[config.mk]
export PLATFORM = sky130hd
export DESIGN_NAME = swm_cell
export DESIGN_NICKNAME = d
export VERILOG_FILES = /design/src/rtl/swm_pkg.sv /design/src/rtl/swm_cell.sv
export SDC_FILE = /design/constraint.sdc
export NUM_CORES = 1
export LEC_CHECK = 0
export BUFFER_PORTS_ARGS = -buffer_cell sky130_fd_sc_hd__buf_2
export CORE_ASPECT_RATIO = 1.5
export CORE_UTILIZATION = 48
export CTS_BUF_LIST = sky130_fd_sc_hd__clkbuf_2
export DETAILED_ROUTE_END_ITERATION = 6
export PLACE_DENSITY = 0.83
export RECOVER_POWER = 100
export SETUP_SLACK_MARGIN = 0.3
export SYNTH_ARGS = -nofsm -noshare
export SYNTH_HDL_FRONTEND = slang
export SYNTH_SLANG_ARGS = --single-unit
[constraint.sdc]
create_clock -name clk -period 4.5 [get_ports clk]
set_input_delay 1.125 -clock clk [delete_from_list [all_inputs] [get_ports clk]]
set_output_delay 1.125 -clock clk [all_outputs]
set_load 0.02 [all_outputs]
[src/rtl/swm_pkg.sv]
// Shared types, constants and command codes for the sliding window median filter.
// No dependencies; every other file of the block uses this package.
package swm_pkg;

    localparam int WINDOW_MAX  = 64;
    localparam int SAMPLE_BITS = 32;
    localparam int RESULT_BITS = SAMPLE_BITS + 1;
    localparam int CFG_BITS    = 7;
    localparam int IDX_BITS    = (WINDOW_MAX > 1) ? $clog2(WINDOW_MAX) : 1;
    localparam int CNT_BITS    = $clog2(WINDOW_MAX + 1);

    localparam logic [CFG_BITS-1:0] LEN_RESET = CFG_BITS'(3);

    typedef logic signed [SAMPLE_BITS-1:0] sample_t;
    typedef logic signed [RESULT_BITS-1:0] result_t;
    typedef logic [IDX_BITS-1:0]           idx_t;
    typedef logic [CNT_BITS-1:0]           cnt_t;
    typedef logic [CFG_BITS-1:0]           cfg_t;

    typedef enum logic [1:0] {
        CELL_HOLD,
        CELL_INSERT,
        CELL_REMOVE
    } cell_op_t;

    typedef enum logic [1:0] {
        ST_IDLE,
        ST_TRIM,
        ST_PICK,
        ST_SUM
    } state_t;

    // broadcast to every cell of the chain
    typedef struct packed {
        cell_op_t op;
        logic     restart;
        sample_t  new_value;
        sample_t  old_value;
    } cell_cmd_t;

    // what a cell shows its neighbors and the top level
    typedef struct packed {
        logic    valid;
        logic    le;
        sample_t value;
        idx_t    age;
    } cell_view_t;

    // controller requests toward the chain and the median pick
    typedef struct packed {
        cell_op_t op;
        logic     restart;
        sample_t  new_value;
        idx_t     drop_age;
        idx_t     lo_idx;
        idx_t     hi_idx;
    } ctrl_cmd_t;

    // the two middle values picked from the chain
    typedef struct packed {
        sample_t lo;
        sample_t hi;
    } pick_t;

endpackage

[src/rtl/swm_cell.sv]
// One cell of the sorted chain: holds a sample, its age and a valid bit.
// Depends on swm_pkg for the command and view structs.
module swm_cell (
    input  logic                   clk,
    input  logic                   rst_n,
    input  swm_pkg::cell_cmd_t     cmd,
    input  swm_pkg::cell_view_t    left,
    input  swm_pkg::cell_view_t    right,
    output swm_pkg::cell_view_t    view
);
    import swm_pkg::*;

    sample_t value_reg, value_next;
    idx_t    age_reg, age_next;
    logic    valid_reg, valid_next;
    logic    live;
    logic    le;
    logic    at_or_after;

    always_comb
    begin
        live        = valid_reg && !cmd.restart;
        le          = live && (value_reg <= cmd.new_value);
        at_or_after = valid_reg && (value_reg >= cmd.old_value);

        view.valid = live;
        view.le    = le;
        view.value = value_reg;
        view.age   = age_reg;

        value_next = value_reg;
        age_next   = age_reg;
        valid_next = valid_reg;

        case (cmd.op)
            CELL_INSERT:
            begin
                if (le)
                begin
                    age_next   = age_reg + idx_t'(1);
                    valid_next = 1'b1;
                end
                else if (left.le)
                begin
                    // insertion point: first cell holding a larger value or empty
                    value_next = cmd.new_value;
                    age_next   = '0;
                    valid_next = 1'b1;
                end
                else
                begin
                    value_next = left.value;
                    age_next   = left.age + idx_t'(1);
                    valid_next = left.valid;
                end
            end
            CELL_REMOVE:
            begin
                // oldest of equals sits first in its run, so shift from there on
                if (at_or_after)
                begin
                    value_next = right.value;
                    age_next   = right.age;
                    valid_next = right.valid;
                end
            end
            default:
            begin
                value_next = value_reg;
            end
        endcase
    end

    always_ff @(posedge clk or negedge rst_n)
    begin
        if (!rst_n)
            valid_reg <= 1'b0;
        else
            valid_reg <= valid_next;
    end

    always_ff @(posedge clk)
    begin
        value_reg <= value_next;
        age_reg   <= age_next;
    end

endmodule

==> impl_metrics.ini <==
[clocking]
post_cts_buffers = 0
cts_tree = yes
root_buffer = clkbuf_2
clk_latency_ns = 0.38
cts_max_level = 2
cts_buffer_depth = 2
clock_sinks = 39
numCtsBuffers = 5
path_clk_slew_ns = 0.19

[setup_path]
crit_end = view[38]
arrival_ns = 3.12
regToRegSetupSlack_ns = 0.82
rr_startpoint = value_reg[1]
r2r_end = value_reg[9]
cp-start-kind = primary input
path_max_fanout = 2
required_ns = 3.38
worstSetupStartpoint = cmd[33]
path_class = in -> out
cp_common_cell = buf_2
cp_cell_sequence = buf_2 > inv_1 > ha_1 > nor2b_2 > o211ai_1 > a2111o_1 > o211a_1 > o311a_4 > o21ai_1 > inv_2 > buf_2
slowest_stage = a2111o_1
ff2ff_path_depth = 11
end_kind = primary output
max_stage_delay_ns = 0.38

[outcome]
status = complete, but fails checks
violations = capacitance limit, slew limit

[synthesis]
synth.top_cell.area_share = 0.2977
ys_seq_area_frac = 0.3043
ys_types = 40
yosys_most_used_dff = edfxtp_1
synth_top_area_cell = edfxtp_1
synth_top_cells_by_area = edfxtp_1 30%, ha_1 22%, mux2i_1 8.6%
synth-seq-cells = 39
netlist_instances = 437
ys_warn_count = 0
syn_area_per_cell_sq_um = 8.770
synth_edf_count = 38
syn-cell-area_sq_um = 3832
synthArstFlopShare = 0.02564
syn_nets = 652

[timing]
max_freq_ghz = 0.2353
hold_viol_final = 0
finalClockSkew_ns = 0.008595
tns_ns = 0
tightest_slew_ns = 2.678
maxSlewHeadroom = -0.7852
finalCritPeriodShare = 0.9443
drv_slew = 40
rsz0062_at_grt = no
period_needed_ns = 4.249
finalSetupViolCount = 0

[floorplanning]
initial_core_util = 0.5002
io_pins = 189
die_w_um = 74.96
dieArea_sq_um = 8353
chipHeight_um = 111.4
num_rows = 39
core_area_sq_um = 7661

[grt]
grt_overflow = 0
grt_pass1_wl_mm = 16.38
grt_max_degree = 66
grt_usage = 0.2535
first_global_vias = 3898
antenna_found_initial = 0

[layout]
nets = 833
syn2layout_area_growth_pct = 25.99
fin_area_sq_um = 4828
largest_register_ffs = 32
layout-drive-gt1-share = 0.2621
diodes = 0

[detailed_routing]
routed_wl_mm = 10.41
highest_layer = met4
vias = 3837
postRouteAntennaNets = 0
route.met3.wl_um = 420
drtPass1Iterations = 4
drt_iter0_drc = 121
wl_met2_mm = 5.589
route.detailed.drc = 0
wire_per_inst_um = 14.46
met1_length_mm = 4.061
via_per_inst = 5.329

[placement]
placed_area_sq_um = 4855
port_buffers = 187
hpwlAfterDp_mm = 8.571
gp_congestion = 0.8493

[run]
cap_violations = 1

[hold_path]
hold_class = in -> async

[power]
power.density_nw_per_um2 = 232.1
irDropWorstVdd_uv = 154.5
p_leak_uw = 0.002497
## worst min path at each step
| stage | cells past startpoint | start | endpoint |
|---|---|---|---|
| floorplan | 2 | valid_reg | valid_reg |
| global placement | 2 | valid_reg | valid_reg |
| detailed placement | 2 | valid_reg | valid_reg |
| CTS | 1 | rst_n | valid_reg |
| global route | 1 | rst_n | valid_reg |
| finish | 1 | rst_n | valid_reg |
## final cells by class
cell class              instances  area (sq um)
fillers                       711          2833
multi-input cells             311          2330
flip-flops and latches         39          1166
repair buffers                191         908.4
inverters                      70         262.8
well taps                     102         127.6
clock buffers                   5         25.02
clock inverters                 2         8.758
## power by group
group | leakage [uW] | switching, uW | internal (uW)
sequential | 0.000374 | 38.9 | 459
combinational | 0.00210 | 277 | 197
clock | 0.0000262 | 115 | 32.9
## logic make-up (layout without fill, tap and decap cells)
family / after synthesis / count (layout) / share of synthesized area
muxes: 33 / 33 / 0.08619
AOI/OAI and AO/OA: 92 / 92 / 0.1499
adders and majority gates: 66 / 66 / 0.2155
and+or+nand+nor: 112 / 112 / 0.1368
xor gates and xnor gates: 8 / 8 / 0.01828
DFF: 39 / 39 / 0.3043
buffers and inverters: 87 / 268 / 0.08913
## worst max-delay path, delay by kind of cell
kind                     cells  cell delay, ns
AO/OA/AOI/OAI                5            1.24
adder cells (fa/ha/maj)      1            0.28
buffers and inverters        4            0.35
AND/OR/NAND/NOR              1            0.13
## timing repair
action,4_1_cts,5_1_grt
endpoints found under the hold margin,0,0
hold buffers,0,0
endpoints found under the setup margin,0,1
resized for setup,0,2
## placed cells by master (no fill, tap or decap), drive strengths merged, types with 4 or more instances in the layout
| cell type | synthesis | final |
|---|---|---|
| buf | 5 | 149 |
| inv | 70 | 70 |
| ha | 66 | 66 |
| nand2 | 57 | 57 |
| clkbuf | 12 | 47 |
| o21ai | 43 | 43 |
| edfxtp | 38 | 38 |
| mux2i | 33 | 33 |
| a21oi | 26 | 26 |
| nand4 | 14 | 14 |
| nand3 | 11 | 11 |
| nor3 | 8 | 8 |
| xor2 | 7 | 7 |
| nor2 | 6 | 6 |
| a221oi | 5 | 5 |
| nor4 | 4 | 4 |
| nor2b | 4 | 4 |
## per-layer routing
layer  global-route usage  vias up
met2               0.4721      140
met4               0.1157        0
met3              0.03348       33
met5                    0        -
li1                     -     1920
met1               0.2693     1744
## cell usage after synthesis, types with 3 or more instances
cell      count
mux2i_1      33
nand2b_1      3
a221oi_1      5
a21o_1        3
nor3_1        8
nand2_1      57
inv_1        68
nor2_1        6
ha_1         66
a21oi_1      26
nor4_1        4
nor2b_1       4
clkbuf_1     12
nand3_1      11
edfxtp_1     38
xor2_1        7
nand4_1      14
o211ai_1      3
o21ai_0      40
a221o_1       3
## metrics by stage
step	utilization	cells	hold slack (ns)	setup slack, ns	power, uW
after floorplan	-	437	0.5503	0.4644	804.4
after global placement	0.6337	713	0.5729	0.3682	968.1
after detailed placement	0.6337	713	0.5711	0.3266	989.8
after CTS	0.6381	720	0.4472	0.3088	1136
after global routing	0.6302	720	0.4312	0.1962	1200
final	0.6302	720	0.4770	0.2506	1121
No activity file was read; power rests on OpenSTA's default activity.
