<file path="src/rtl/swm_pkg.sv">
// Shared types, constants and command codes for the sliding window median filter.
// No dependencies; every other file of the block uses this package.
package swm_pkg;

    localparam int WINDOW_MAX  = 64;
    localparam int SAMPLE_BITS = 32;
    localparam int RESULT_BITS = SAMPLE_BITS + 1;
    localparam int CFG_BITS    = 7;
    localparam int IDX_BITS    = (WINDOW_MAX > 1) ? $clog2(WINDOW_MAX) : 1;
    localparam int CNT_BITS    = $clog2(WINDOW_MAX + 1);

    localparam logic [CFG_BITS-1:0] LEN_RESET = CFG_BITS'(3);

    typedef logic signed [SAMPLE_BITS-1:0] sample_t;
    typedef logic signed [RESULT_BITS-1:0] result_t;
    typedef logic [IDX_BITS-1:0]           idx_t;
    typedef logic [CNT_BITS-1:0]           cnt_t;
    typedef logic [CFG_BITS-1:0]           cfg_t;

    typedef enum logic [1:0] {
        CELL_HOLD,
        CELL_INSERT,
        CELL_REMOVE
    } cell_op_t;

    typedef enum logic [1:0] {
        ST_IDLE,
        ST_TRIM,
        ST_PICK,
        ST_SUM
    } state_t;

    // broadcast to every cell of the chain
    typedef struct packed {
        cell_op_t op;
        logic     restart;
        sample_t  new_value;
        sample_t  old_value;
    } cell_cmd_t;

    // what a cell shows its neighbors and the top level
    typedef struct packed {
        logic    valid;
        logic    le;
        sample_t value;
        idx_t    age;
    } cell_view_t;

    // controller requests toward the chain and the median pick
    typedef struct packed {
        cell_op_t op;
        logic     restart;
        sample_t  new_value;
        idx_t     drop_age;
        idx_t     lo_idx;
        idx_t     hi_idx;
    } ctrl_cmd_t;

    // the two middle values picked from the chain
    typedef struct packed {
        sample_t lo;
        sample_t hi;
    } pick_t;

endpackage

</file>
<file path="src/rtl/swm_in_if.sv">
// Sample channel: valid/ready handshake carrying one sample and a restart flag.
// Depends on swm_pkg for the sample type.
interface swm_in_if;
    logic             valid;
    logic             ready;
    swm_pkg::sample_t sample;
    logic             restart;

    modport source (output valid, output sample, output restart, input ready);
    modport sink   (input valid, input sample, input restart, output ready);
endinterface

</file>
<file path="src/rtl/swm_out_if.sv">
// Result channel: valid/ready handshake carrying twice the window median.
// Depends on swm_pkg for the result type.
interface swm_out_if;
    logic             valid;
    logic             ready;
    swm_pkg::result_t median_doubled;

    modport source (output valid, output median_doubled, input ready);
    modport sink   (input valid, input median_doubled, output ready);
endinterface

</file>
<file path="src/rtl/swm_ctrl.sv">
// Sequencer: window length register, fill count, handshakes and result register.
// Depends on swm_pkg and the swm_in_if / swm_out_if interfaces.
module swm_ctrl (
    input  logic                clk,
    input  logic                rst_n,
    input  logic                cfg_we,
    input  swm_pkg::cfg_t       cfg_wdata,
    swm_in_if.sink              sample_ch,
    swm_out_if.source           median_ch,
    input  swm_pkg::pick_t      pick,
    output swm_pkg::ctrl_cmd_t  cmd
);
    import swm_pkg::*;

    state_t  state_reg, state_next;
    cfg_t    window_length_reg;
    cnt_t    fill_reg, fill_next;
    cnt_t    len;
    cnt_t    len_m1;
    cnt_t    fill_dec;
    sample_t lo_reg, hi_reg;
    logic    out_valid_reg, out_valid_next;
    result_t out_data_reg;
    logic    out_free;
    logic    out_load;
    logic    accept;

    // zero acts as one, anything above the chain length as the chain length
    always_comb
    begin
        if (window_length_reg == '0)
            len = cnt_t'(1);
        else if (window_length_reg > CFG_BITS'(WINDOW_MAX))
            len = cnt_t'(WINDOW_MAX);
        else
            len = cnt_t'(window_length_reg);
        len_m1   = len - cnt_t'(1);
        fill_dec = fill_reg - cnt_t'(1);
    end

    assign sample_ch.ready       = (state_reg == ST_IDLE);
    assign accept                = sample_ch.valid && sample_ch.ready;
    assign median_ch.valid       = out_valid_reg;
    assign median_ch.median_doubled = out_data_reg;
    assign out_free              = !out_valid_reg || median_ch.ready;

    always_comb
    begin
        state_next    = state_reg;
        fill_next     = fill_reg;
        out_load      = 1'b0;
        cmd.op        = CELL_HOLD;
        cmd.restart   = 1'b0;
        cmd.new_value = sample_ch.sample;
        cmd.drop_age  = fill_dec[IDX_BITS-1:0];
        cmd.lo_idx    = IDX_BITS'(len_m1 >> 1);
        cmd.hi_idx    = IDX_BITS'(len >> 1);

        case (state_reg)
            ST_IDLE:
            begin
                if (accept)
                begin
                    cmd.op      = CELL_INSERT;
                    cmd.restart = sample_ch.restart;
                    fill_next   = (sample_ch.restart ? cnt_t'(0) : fill_reg) + cnt_t'(1);
                    state_next  = ST_TRIM;
                end
            end
            ST_TRIM:
            begin
                if (fill_reg > len)
                begin
                    cmd.op    = CELL_REMOVE;
                    fill_next = fill_dec;
                end
                else if (fill_reg < len)
                    state_next = ST_IDLE;
                else
                    state_next = ST_PICK;
            end
            ST_PICK:
            begin
                state_next = ST_SUM;
            end
            ST_SUM:
            begin
                if (out_free)
                begin
                    out_load   = 1'b1;
                    cmd.op     = CELL_REMOVE;
                    fill_next  = fill_dec;
                    state_next = ST_IDLE;
                end
            end
            default:
            begin
                state_next = ST_IDLE;
            end
        endcase

        if (out_load)
            out_valid_next = 1'b1;
        else if (median_ch.ready)
            out_valid_next = 1'b0;
        else
            out_valid_next = out_valid_reg;
    end

    always_ff @(posedge clk or negedge rst_n)
    begin
        if (!rst_n)
        begin
            state_reg         <= ST_IDLE;
            fill_reg          <= '0;
            out_valid_reg     <= 1'b0;
            window_length_reg <= LEN_RESET;
        end
        else
        begin
            state_reg     <= state_next;
            fill_reg      <= fill_next;
            out_valid_reg <= out_valid_next;
            if (cfg_we)
                window_length_reg <= cfg_wdata;
        end
    end

    always_ff @(posedge clk)
    begin
        if (state_reg == ST_PICK)
        begin
            lo_reg <= pick.lo;
            hi_reg <= pick.hi;
        end
        if (out_load)
            out_data_reg <= result_t'(lo_reg) + result_t'(hi_reg);
    end

endmodule

</file>
<file path="src/flat_wrapper.sv">
// flat-port wrapper written by rule: the top's interface ports become plain ports
module swm_ctrl_flat import swm_pkg::*;
  (clk, rst_n, cfg_we, cfg_wdata, pick, cmd, sample_ch_valid, sample_ch_sample, sample_ch_restart, sample_ch_ready, median_ch_valid, median_ch_median_doubled, median_ch_ready);
  swm_in_if sample_ch_i ();
  swm_out_if median_ch_i ();
  input  logic clk;
  input  logic rst_n;
  input  logic cfg_we;
  input  swm_pkg::cfg_t cfg_wdata;
  input  swm_pkg::pick_t pick;
  output swm_pkg::ctrl_cmd_t cmd;
  input wire logic [$bits(sample_ch_i.valid)-1:0] sample_ch_valid;
  input wire logic [$bits(sample_ch_i.sample)-1:0] sample_ch_sample;
  input wire logic [$bits(sample_ch_i.restart)-1:0] sample_ch_restart;
  output wire logic [$bits(sample_ch_i.ready)-1:0] sample_ch_ready;
  output wire logic [$bits(median_ch_i.valid)-1:0] median_ch_valid;
  output wire logic [$bits(median_ch_i.median_doubled)-1:0] median_ch_median_doubled;
  input wire logic [$bits(median_ch_i.ready)-1:0] median_ch_ready;
  assign sample_ch_i.valid = sample_ch_valid;
  assign sample_ch_i.sample = sample_ch_sample;
  assign sample_ch_i.restart = sample_ch_restart;
  assign sample_ch_ready = sample_ch_i.ready;
  assign median_ch_valid = median_ch_i.valid;
  assign median_ch_median_doubled = median_ch_i.median_doubled;
  assign median_ch_i.ready = median_ch_ready;
  swm_ctrl u_core (.clk(clk), .rst_n(rst_n), .cfg_we(cfg_we), .cfg_wdata(cfg_wdata), .sample_ch(sample_ch_i), .median_ch(median_ch_i), .pick(pick), .cmd(cmd));
endmodule
</file>
<file path="config.mk">
export PLATFORM = sky130hd
export DESIGN_NAME = swm_ctrl_flat
export DESIGN_NICKNAME = d
export VERILOG_FILES = /design/src/rtl/swm_pkg.sv /design/src/rtl/swm_in_if.sv /design/src/rtl/swm_out_if.sv /design/src/rtl/swm_ctrl.sv /design/src/flat_wrapper.sv
export SDC_FILE = /design/constraint.sdc
export NUM_CORES = 1
export LEC_CHECK = 0
export BUFFER_PORTS_ARGS = -buffer_cell sky130_fd_sc_hd__buf_2
export CORE_ASPECT_RATIO = 0.8
export CORE_MARGIN = 5
export CORE_UTILIZATION = 45
export CTS_CLUSTER_DIAMETER = 200
export DETAILED_ROUTE_END_ITERATION = 8
export PLACE_DENSITY = 0.8
export SETUP_SLACK_MARGIN = 0.4
export SLEW_MARGIN = 20
export SYNTH_ARGS = -nofsm -noshare
export SYNTH_HDL_FRONTEND = slang
export SYNTH_SLANG_ARGS = --single-unit
</file>
<file path="constraint.sdc">
create_clock -name clk -period 11.2 [get_ports clk]
set_clock_uncertainty 0.15 [all_clocks]
set_input_delay 1.12 -clock clk [delete_from_list [all_inputs] [get_ports clk]]
set_output_delay 1.12 -clock clk [all_outputs]
set_load 0.03 [all_outputs]
</file>
==> results of run 1 <==
-- metal layers --
layer / routed length [um] / global-route usage
met5: 0 / 0
met3: 875 / 0.0474
met1: 6050 / 0.217
met2: 6850 / 0.294
met4: 484 / 0.0978
-- metrics by stage --
stage,total power [mW],utilization
after global placement,1.10,0.504
after global routing,1.77,0.549
after CTS,1.68,0.549
final,1.67,0.549
after detailed placement,1.12,0.504
after floorplan,1.00,-
-- cell type report --
cell class | count | area [sq um]
fillers | 1171 | 6130
flip-flops and latches | 114 | 3340
multi-input cells | 351 | 2520
repair buffers | 134 | 676
clock buffers | 18 | 429
well taps | 180 | 225
clock inverters | 14 | 186
inverters | 25 | 93.8
-- cell families after synthesis --
group,after synthesis,share of synthesized area
simple gates,122,0.0939
compound gates,143,0.155
fa+ha+maj,43,0.0869
flops,114,0.532
buf+inv,74,0.0692
xor+xnor,35,0.0488
mux,8,0.0140
-- placed cells by master (no fill, tap or decap), drive strengths merged, types with 2 or more instances in the layout --
cell type and instances:
nand3 10, a31oi 13, nor2b 6, nand2 39, a221oi 3, dfstp 2
mux2i 2, mux2 6, a211oi 3, a221o 2, o21ai 23, clkbuf 18
o21a 8, buf 134, bufinv 4, a21o 12, nand4 7, a21boi 2
o31ai 8, nor2 28, a21oi 44, ha 42, xnor2 19, dfrtp 15
edfxtp 97, a22o 2, and2 4, clkinv 6, xor2 16, clkinvlp 3
o211ai 6, inv 26, nor3 7, o22ai 2, nand2b 3, o21bai 5
or3 2, and3 9
-- power breakdown --
group	switching [mW]	total, mW	internal, mW
logic	0.334	0.522	0.188
clock network	0.190	0.561	0.371
registers	0.0494	0.590	0.541
-- worst paths after layout --
check                      slack [ns]                            endpoint
setup / recovery                 6.82                             cmd[52]
hold reg to reg                  0.40  u_core.median_ch.median_doubled[0]
max in group asynchronous       10.08         u_core.window_length_reg[1]
hold / removal                   0.40  u_core.median_ch.median_doubled[0]
setup reg to reg                 8.24                  u_core.fill_reg[4]
min in group asynchronous        0.49              u_core.median_ch.valid
-- worst register-to-register path, cell delays in order, from the launching register on --
cell	delay (ns)
sky130_fd_sc_hd__dfrtp_1	0.40
sky130_fd_sc_hd__or3_1	0.42
sky130_fd_sc_hd__nor3_1	0.15
sky130_fd_sc_hd__nor2_1	0.05
sky130_fd_sc_hd__nor2_1	0.20
sky130_fd_sc_hd__ha_1	0.29
sky130_fd_sc_hd__nand4_1	0.10
sky130_fd_sc_hd__nor2_1	0.09
sky130_fd_sc_hd__o311ai_0	0.68
sky130_fd_sc_hd__a21oi_1	0.16
sky130_fd_sc_hd__a2bb2oi_1	0.15
==> run_results.csv, run 1 <==
group,metric,value,unit
status,outcome,"finished, final reports clean",
floorplan,boundary_pin_count,197,
synth,synthesized_net_count,691,
worst_setup_path,timing.setup.critical_path_class,"register to output port",
synth,synth_ff_type,"sky130_fd_sc_hd__edfxtp_1",
clock_network,tritoncts_clock_tree,"done",
synth,post_synth.cell_area_avg,11.6,sq um
worst_setup_path,cp_top_family,"simple AND/OR/NAND/NOR gates",
synth,synth_largest_area_cell,"sky130_fd_sc_hd__edfxtp_1",
placement,placedCellCount,804,
worst_hold_path,min_from,"u_core.hi_reg[0]",
route,detail_route.iter0.violations,225,
timing,worst-slew-pin-transition,0.843,ns
timing,setup_total_negative_slack,0,ns
synth,asyncSetResetFlopFracSynth,0.149,
route,drtAntennaViolNets,0,
clock_network,clock_tree.htree_level_count,4,
synth,netlist-cell-type-count,64,
placement,gp_congestion,0.901,
floorplan,row_count,38,
worst_setup_path,r2r.worst_path.cells,10,
worst_setup_path,slowest_stage,"sky130_fd_sc_hd__o311ai_0",
route,drt-vias-per-instance,5.49,
route,drc,0,
floorplan,initial_utilization,0.462,
synth,post_synth_most_frequent_cells,"sky130_fd_sc_hd__edfxtp_1, sky130_fd_sc_hd__a21oi_1, sky130_fd_sc_hd__ha_1",
floorplan,total_die_area,16400,sq um
grt,grt_pass1_vias,4762,
worst_setup_path,start_kind,"register",
floorplan,dieWidth,142,um
clock_network,post-cts-setup-buffer-count,0,
synth,synth_enable_flop_cells,97,
placement,placed_cell_area,6850,sq um
worst_setup_path,timing.critical_path.slowest_cell_delay,0.68,ns
route,num_vias,4590,
grt,wire_length_of_the_first_global_routing_pass,23200,um
synth,synth_warn,0,
layout,area.growth.synth_to_final,19.0,%
worst_setup_path,critical_path.reg2reg.startpoint,"u_core.window_length_reg[4]",
timing,achievable-frequency,228,MHz
layout,largest_register_ff_count,33,
grt,grt_util_all_layers,0.179,
worst_setup_path,worstSetupPathDepth,9,
synth,synth-seq-cells,114,
layout,finalNonFillerCells,836,
clock_network,clockBufferDepth,2,
synth,syn-cell-area,6280,sq um
layout,finalInstanceArea,7470,sq um
synth,post-synth-top-count-cell,"sky130_fd_sc_hd__edfxtp_1",
worst_hold_path,holdCritPathClass,"register to register",
grt,globalRoute.totalOverflow,0,
grt,grt_antenna_before_repair,0,
route,routedWlPerCell,17.1,um
worst_setup_path,crit_chain,"or3_1 > nor3_1 > nor2_1 > nor2_1 > ha_1 > nand4_1 > nor2_1 > o311ai_0 > buf_2",
clock_network,clock_buffer_count_from_cts,17,
clock_network,cts.repair.resized,0,
placement,place_worst_setup_slack,7.30,ns
clock_network,worst_setup_hold_path_clk_slew,0.05,ns
worst_setup_path,worst_setup_path_end_kind,"output port",
timing,final_min_period_over_clock_period,0.391,
grt,grt_start_max_net_pins,65,
clock_network,source_to_sink_clock_delay_at_the_later_pin_of_the_worst_skew_pair,0.42,ns
placement,place.port_buffers,132,
worst_setup_path,path_buf_inv,1,
route,first_pass_iters,5,
floorplan,fp.dieH,116,um
pwr,power.ir.vdd_worst,0.124,mV
placement,detailed_place_hpwl,10400,um
floorplan,coreArea,13600,sq um
timing,finalCriticalPeriod,4.38,ns
clock_network,cts_num_sinks,114,
synth,synth.yosys.seq_area_share,0.532,
worst_setup_path,data_arrival_critical_path,3.11,ns
timing,setup_ws,6.82,ns
timing,setup-violations-final,0,
timing,slew-limit-headroom,0.438,
synth,syn_inst,539,
worst_setup_path,critical-path-top-cell-by-count,"sky130_fd_sc_hd__nor2_1",
worst_hold_path,hold_path_stages,1,
timing,final.hold.worst_slack,0.402,ns
timing,final-max-slew-violation-count,0,
worst_setup_path,cp-startpoint,"u_core.window_length_reg[4]",
layout,drive_above_1_share,0.279,
worst_setup_path,critical_path.max_fanout,5,
synth,synth_largest_type_area_fraction,0.464,
worst_setup_path,worst-endpoint-required,9.93,ns
run,max_cap_violations,0,
timing,final-hold-violation-count,0,
timing,grt_setup_unrepaired,"false",
route,routed_wl,14300,um
clock_network,clock_tree.root_cell,"sky130_fd_sc_hd__clkbuf_16",
pwr,pwr_density,224,nW/um^2
layout,nets,795,
layout,antenna_cells,0,
synth,ys_top_cells_by_area,"sky130_fd_sc_hd__edfxtp_1, sky130_fd_sc_hd__ha_1, sky130_fd_sc_hd__dfrtp_1",
clock_network,number_of_hold_repair_buffers_added_at_the_cts_stage,0,
pwr,p_leak,3.13,nW
Power figures use the tool's default switching activity.
==> inputs of run 2 (changes only) <==
- clock period: 11.2 -> 4.4 ns (I/O delays scaled with it)
==> run 2 against run 1 <==
Compared with the run above: worst setup slack lost 6.1 ns; critical endpoint unchanged; first-iteration DRC count grew 83%; largest power group unchanged; critical path depth unchanged; total power grew 140%; final cell count shrank 0.12%; highest routed layer unchanged.
==> run_results.csv, run 2 (synthesis results as in run 1) <==
group,metric,value,unit
status,outcome,"finished, final reports clean",
route,met1_wl,5900,um
timing,final_min_period_over_clock_period,0.836,
pwr,p_total,4.01,mW
pwr,seq_power_share,0.373,
placement,gp_congestion,0.917,
worst_setup_path,critical_path.reg2reg.startpoint,"u_core.window_length_reg[4]",
floorplan,row_count,38,
worst_setup_path,timing.critical_path.slowest_cell_delay,0.73,ns
layout,finalNonFillerCells,835,
timing,slew-limit-headroom,0.450,
clock_network,cts_num_sinks,114,
pwr,power.share.switching,0.363,
worst_setup_path,timing.setup.critical_path_class,"register to output port",
worst_setup_path,cp-startpoint,"u_core.window_length_reg[4]",
route,first_pass_iters,5,
route,topRoutingLayerUsed,"met4",
worst_setup_path,r2r.worst_path.cells,11,
layout,area.growth.synth_to_final,17.3,%
layout,final_core_util,0.541,
worst_hold_path,min_from,"pick[25]",
clock_network,clockBufferDepth,2,
timing,finalCriticalPeriod,3.68,ns
pwr,switching_power_summed_over_all_nets,1.46,mW
layout,largest_register_ff_count,33,
worst_setup_path,worst-endpoint-required,3.81,ns
worst_setup_path,start_kind,"register",
placement,place_worst_setup_slack,1.17,ns
clock_network,tritoncts_clock_tree,"done",
timing,final-hold-violation-count,0,
worst_setup_path,reg2reg_to,"u_core.fill_reg[5]",
floorplan,boundary_pin_count,197,
worst_setup_path,worst_setup_path_end_kind,"output port",
route,drtAntennaViolNets,0,
clock_network,clock_buffer_count_from_cts,17,
clock_network,source_to_sink_clock_delay_at_the_later_pin_of_the_worst_skew_pair,0.41,ns
grt,wire_length_of_the_first_global_routing_pass,22600,um
placement,placedCellCount,804,
worst_setup_path,slowest_stage,"sky130_fd_sc_hd__o311ai_0",
timing,setup-violations-final,0,
floorplan,coreArea,13600,sq um
grt,grt_util_all_layers,0.176,
worst_setup_path,data_arrival_critical_path,3.09,ns
grt,globalRoute.totalOverflow,0,
timing,achievable-frequency,272,MHz
route,drc,0,
run,max_cap_violations,0,
route,num_vias,4565,
placement,detailed_place_hpwl,10600,um
route,met2RoutedLength,6790,um
layout,antenna_cells,0,
route,routed_wl,14200,um
route,drt-vias-per-instance,5.47,
layout,final_common_cell,"sky130_fd_sc_hd__buf_2",
timing,worst-slew-pin-transition,0.815,ns
pwr,p_comb_frac,0.336,
grt,grt_pass1_vias,4668,
timing,grt_setup_unrepaired,"false",
clock_network,cts.repair.resized,0,
clock_network,clock_tree.htree_level_count,4,
pwr,power.ir.vdd_worst,0.385,mV
worst_setup_path,critPathCapture,"cmd[52]",
floorplan,dieWidth,142,um
worst_setup_path,critical-path-top-cell-by-count,"sky130_fd_sc_hd__nor2_1",
layout,nets,796,
floorplan,fp.dieH,116,um
worst_setup_path,critical_path.max_fanout,5,
floorplan,total_die_area,16400,sq um
layout,drive_above_1_share,0.278,
pwr,p_leak,3.08,nW
pwr,clkPwrFrac,0.291,
worst_setup_path,crit_chain,"or3_1 > nor3_1 > nor2_1 > nor2_1 > ha_1 > nand4_1 > nor2_1 > o311ai_0 > buf_2",
worst_setup_path,timing.reg2reg.setup_slack,1.46,ns
route,routedWlPerCell,17.0,um
pwr,pwr_density,545,nW/um^2
floorplan,initial_utilization,0.462,
pwr,cell_internal_pwr,2.55,mW
timing,final-max-slew-violation-count,0,
clock_network,clock_tree.root_cell,"sky130_fd_sc_hd__clkbuf_16",
route,detail_route.iter0.violations,412,
grt,grt_start_max_net_pins,49,
timing,setup_ws,0.720,ns
grt,grt_antenna_before_repair,0,
clock_network,worst_setup_hold_path_clk_slew,0.05,ns
worst_hold_path,holdCritPathClass,"input pin to register",
route,dr_wl_met3,1010,um
timing,setup_total_negative_slack,0,ns
placement,place.port_buffers,132,
layout,final_cell_mix,"sky130_fd_sc_hd__buf_2, sky130_fd_sc_hd__edfxtp_1, sky130_fd_sc_hd__a21oi_1",
==> run 2: cell types whose count changed in the layout (fill, tap and decap cells not counted) <==
cell,previous run,this run
sky130_fd_sc_hd__bufinv_16,4,0
sky130_fd_sc_hd__clkinv_1,3,2
sky130_fd_sc_hd__clkinv_2,2,6
sky130_fd_sc_hd__clkinv_4,1,0
sky130_fd_sc_hd__clkinvlp_4,3,5
sky130_fd_sc_hd__dlygate4sd3_1,0,1
sky130_fd_sc_hd__inv_6,2,0
==> run 2: stage by stage <==
step	hold WS [ns]	instance area, sq um
after floorplan	-0.00559	6280
after global placement	0.236	6850
after detailed placement	0.243	6850
after CTS	0.0348	7360
after global routing	0.0277	7360
final	0.0495	7360
==> run 2: worst min path at each step <==
stage / endpoint / slack [ns] / cells past startpoint
floorplan: async pin / -0.006 / 0
CTS: u_core.hi_reg[7] / 0.03 / 1
global placement: u_core.fill_reg[0] / 0.24 / 1
global route: u_core.lo_reg[7] / 0.03 / 1
detailed placement: u_core.fill_reg[5] / 0.24 / 1
finish: u_core.hi_reg[25] / 0.05 / 1
==> run 2: repair_timing <==
action | in CTS | in global routing
hold endpoints to repair | 15 | 0
endpoints found under the setup margin | 0 | 0
buffers inserted | 0 | 0
hold buffers | 1 | 0
==> run 2: area by class of cell <==
class / count / area, sq um
tap: 180 / 225
sequential: 114 / 3340
clock buffer: 18 / 429
clock inverter: 12 / 71.3
multi-input combinational: 351 / 2520
timing repair buffer: 135 / 686
inverter: 25 / 93.8
fill: 1174 / 6240
==> run 2: routing by layer <==
layer / vias up / global-route usage
met5: - / 0
met4: 0 / 0.0863
met3: 40 / 0.0491
met2: 184 / 0.292
met1: 2164 / 0.214
li1: 2177 / -
==> run 2: critical path, delay by kind of cell, from the launching register on <==
family / cells / cell delay, ns
AOI/OAI and AO/OA: 1 / 0.73
adders and majority gates: 1 / 0.27
buffers and inverters: 1 / 0.33
DFF: 1 / 0.39
and+or+nand+nor: 6 / 0.96
==> run 2: power groups by stage <==
stage,Clock (mW),Sequential [mW],Combinational [mW]
after floorplan,0,1.51,1.03
after global placement,0,1.51,1.28
after detailed placement,0,1.52,1.33
after CTS,1.18,1.50,1.34
after global routing,1.24,1.51,1.48
final,1.17,1.50,1.35
==> inputs of run 3 (changes only) <==
- clock period: 4.4 -> 3.4 ns (I/O delays scaled with it)
==> run 3 against run 2 <==
Compared with the run above: worst hold slack got worse by 0.027 ns; sequential power rose by 29%; clock-buffer cell count fell by 1; total power rose by 41%; largest cell class unchanged; highest routed layer unchanged.
==> run_results.csv, run 3 (synthesis results as in run 1) <==
group,metric,value,unit
timing,achievable-frequency,331,MHz
timing,setup-violations-final,0,
worst_setup_path,cp_top_family,"simple AND/OR/NAND/NOR gates",
worst_setup_path,data_arrival_critical_path,2.53,ns
route,drtAntennaViolNets,0,
placement,place.port_buffers,132,
grt,grt_start_max_net_pins,49,
route,drt-vias-per-instance,5.33,
grt,wire_length_of_the_first_global_routing_pass,24200,um
status,outcome,"finished, final reports clean",
layout,layout_filler_cell_count,1081,
timing,final-hold-violation-count,0,
pwr,power.ir.vdd_worst,0.385,mV
clock_network,worst_setup_hold_path_clk_slew,0.06,ns
floorplan,fp.dieH,116,um
worst_setup_path,slowest_stage,"sky130_fd_sc_hd__or3_4",
route,first_pass_iters,5,
clock_network,source_to_sink_clock_delay_at_the_later_pin_of_the_worst_skew_pair,0.42,ns
clock_network,clock_tree.root_cell,"sky130_fd_sc_hd__clkbuf_16",
floorplan,initial_utilization,0.462,
grt,grt_antenna_before_repair,0,
clock_network,tritoncts_clock_tree,"done",
grt,grt_most_used_layer,"met2",
worst_setup_path,timing.critical_path.slowest_cell_delay,0.40,ns
layout,nets,871,
grt,globalRoute.totalOverflow,0,
grt,global_route.usage.met1,0.224,
layout,finalNonFillerCells,912,
layout,largest_register_ff_count,33,
worst_setup_path,critical_path.reg2reg.startpoint,"u_core.window_length_reg[4]",
run,max_cap_violations,0,
route,num_vias,4865,
layout,final_cell_mix,"sky130_fd_sc_hd__buf_2, sky130_fd_sc_hd__edfxtp_1, sky130_fd_sc_hd__dlygate4sd3_1",
timing,final-max-slew-violation-count,0,
grt,grt_util_all_layers,0.189,
floorplan,boundary_pin_count,197,
floorplan,coreArea,13600,sq um
worst_setup_path,worst-endpoint-required,2.91,ns
worst_setup_path,timing.setup.critical_path_class,"register to output port",
grt,grt_use_met2,0.309,
floorplan,dieWidth,142,um
worst_setup_path,cp-startpoint,"u_core.window_length_reg[4]",
worst_hold_path,holdCritPathClass,"input pin to register",
worst_setup_path,worst_setup_path_end_kind,"output port",
route,detail_route.iter0.violations,482,
timing,setup_total_negative_slack,0,ns
route,drc,0,
worst_setup_path,start_kind,"register",
worst_hold_path,min_from,"cfg_wdata[0]",
floorplan,total_die_area,16400,sq um
pwr,pwr_density,683,nW/um^2
placement,gp_congestion,0.900,
timing,worst-slew-pin-transition,0.558,ns
timing,slew-limit-headroom,0.625,
route,routed_wl,15300,um
timing,final_min_period_over_clock_period,0.889,
worst_setup_path,path_buf_inv,1,
placement,placedCellCount,804,
timing,finalCriticalPeriod,3.02,ns
pwr,p_leak,3.46,nW
layout,area.growth.synth_to_final,31.5,%
placement,detailed_place_hpwl,10700,um
worst_setup_path,critical_path.max_fanout,5,
grt,use_met3,0.0565,
route,routedWlPerCell,16.7,um
clock_network,cts_num_sinks,114,
worst_setup_path,crit_chain,"or3_4 > nor3_2 > nor2_1 > nor2_2 > ha_2 > nand4_1 > nor2_1 > nor3_2 > o21ai_2 > o311ai_2 > buf_4",
clock_network,clockBufferDepth,2,
layout,final_common_cell,"sky130_fd_sc_hd__buf_2",
layout,antenna_cells,0,
grt,grt_pass1_vias,4890,
clock_network,clock_buffer_count_from_cts,17,
timing,grt_setup_unrepaired,"true",
floorplan,row_count,38,
layout,drive_above_1_share,0.277,
clock_network,clock_tree.htree_level_count,4,
==> run 3: final timing paths <==
path,endpoint,depth (start not counted),slack (ns)
setup / recovery,cmd[52],11,0.38
hold / removal,u_core.window_length_reg[0],2,0.02
setup reg to reg,u_core.fill_reg[2],13,0.50
hold reg to reg,u_core.median_ch.valid,2,0.40
max in group asynchronous,u_core.window_length_reg[0],2,2.54
min in group asynchronous,u_core.fill_reg[3],2,0.24
==> run 3: where the power goes <==
| part | switching (mW) | leakage, nW | internal, mW | total [mW] |
|---|---|---|---|---|
| Sequential | 0.164 | 1.09 | 1.78 | 1.94 |
| Combinational | 1.16 | 2.08 | 0.723 | 1.88 |
| Clock | 0.658 | 0.294 | 1.16 | 1.82 |
| Total | 1.98 | 3.46 | 3.66 | 5.64 |
==> run 3: area by class of cell <==
| class | instances | area, sq um | area share |
|---|---|---|---|
| Sequential cell | 114 | 3340 | 0.405 |
| Multi-Input combinational cell | 351 | 2550 | 0.309 |
| Timing Repair Buffer | 210 | 1430 | 0.174 |
| Clock buffer | 17 | 425 | 0.0515 |
| Tap cell | 180 | 225 | 0.0273 |
| Clock inverter | 15 | 181 | 0.0220 |
| Inverter | 25 | 97.6 | 0.0118 |
==> run 3: metrics by stage <==
stage                     area, sq um   util  power [mW]  hold WS (ns)  setup WS [ns]
after floorplan                  6290      -        3.31        -0.106          0.402
after global placement           6870  0.505        3.65         0.130          0.627
after detailed placement         6870  0.505        3.70         0.132          0.537
after CTS                        8220  0.605        5.63       0.00350          0.391
after global routing             8250  0.607        5.95       0.00847          0.267
final                            8250  0.607        5.64        0.0229          0.379
==> run 3: repair_timing <==
item | in CTS | in global routing
setup buffers | 5 | 3
resized for setup | 7 | 4
pin swaps | 3 | 5
hold buffers | 68 | 0
setup endpoints to repair | 1 | 8
hold endpoints to repair | 84 | 0
==> run 3: metal layers <==
metal	wire (um)	part of all wire
met1	6070	0.40
met3	1170	0.076
met4	665	0.044
met5	0	0
met2	7360	0.48
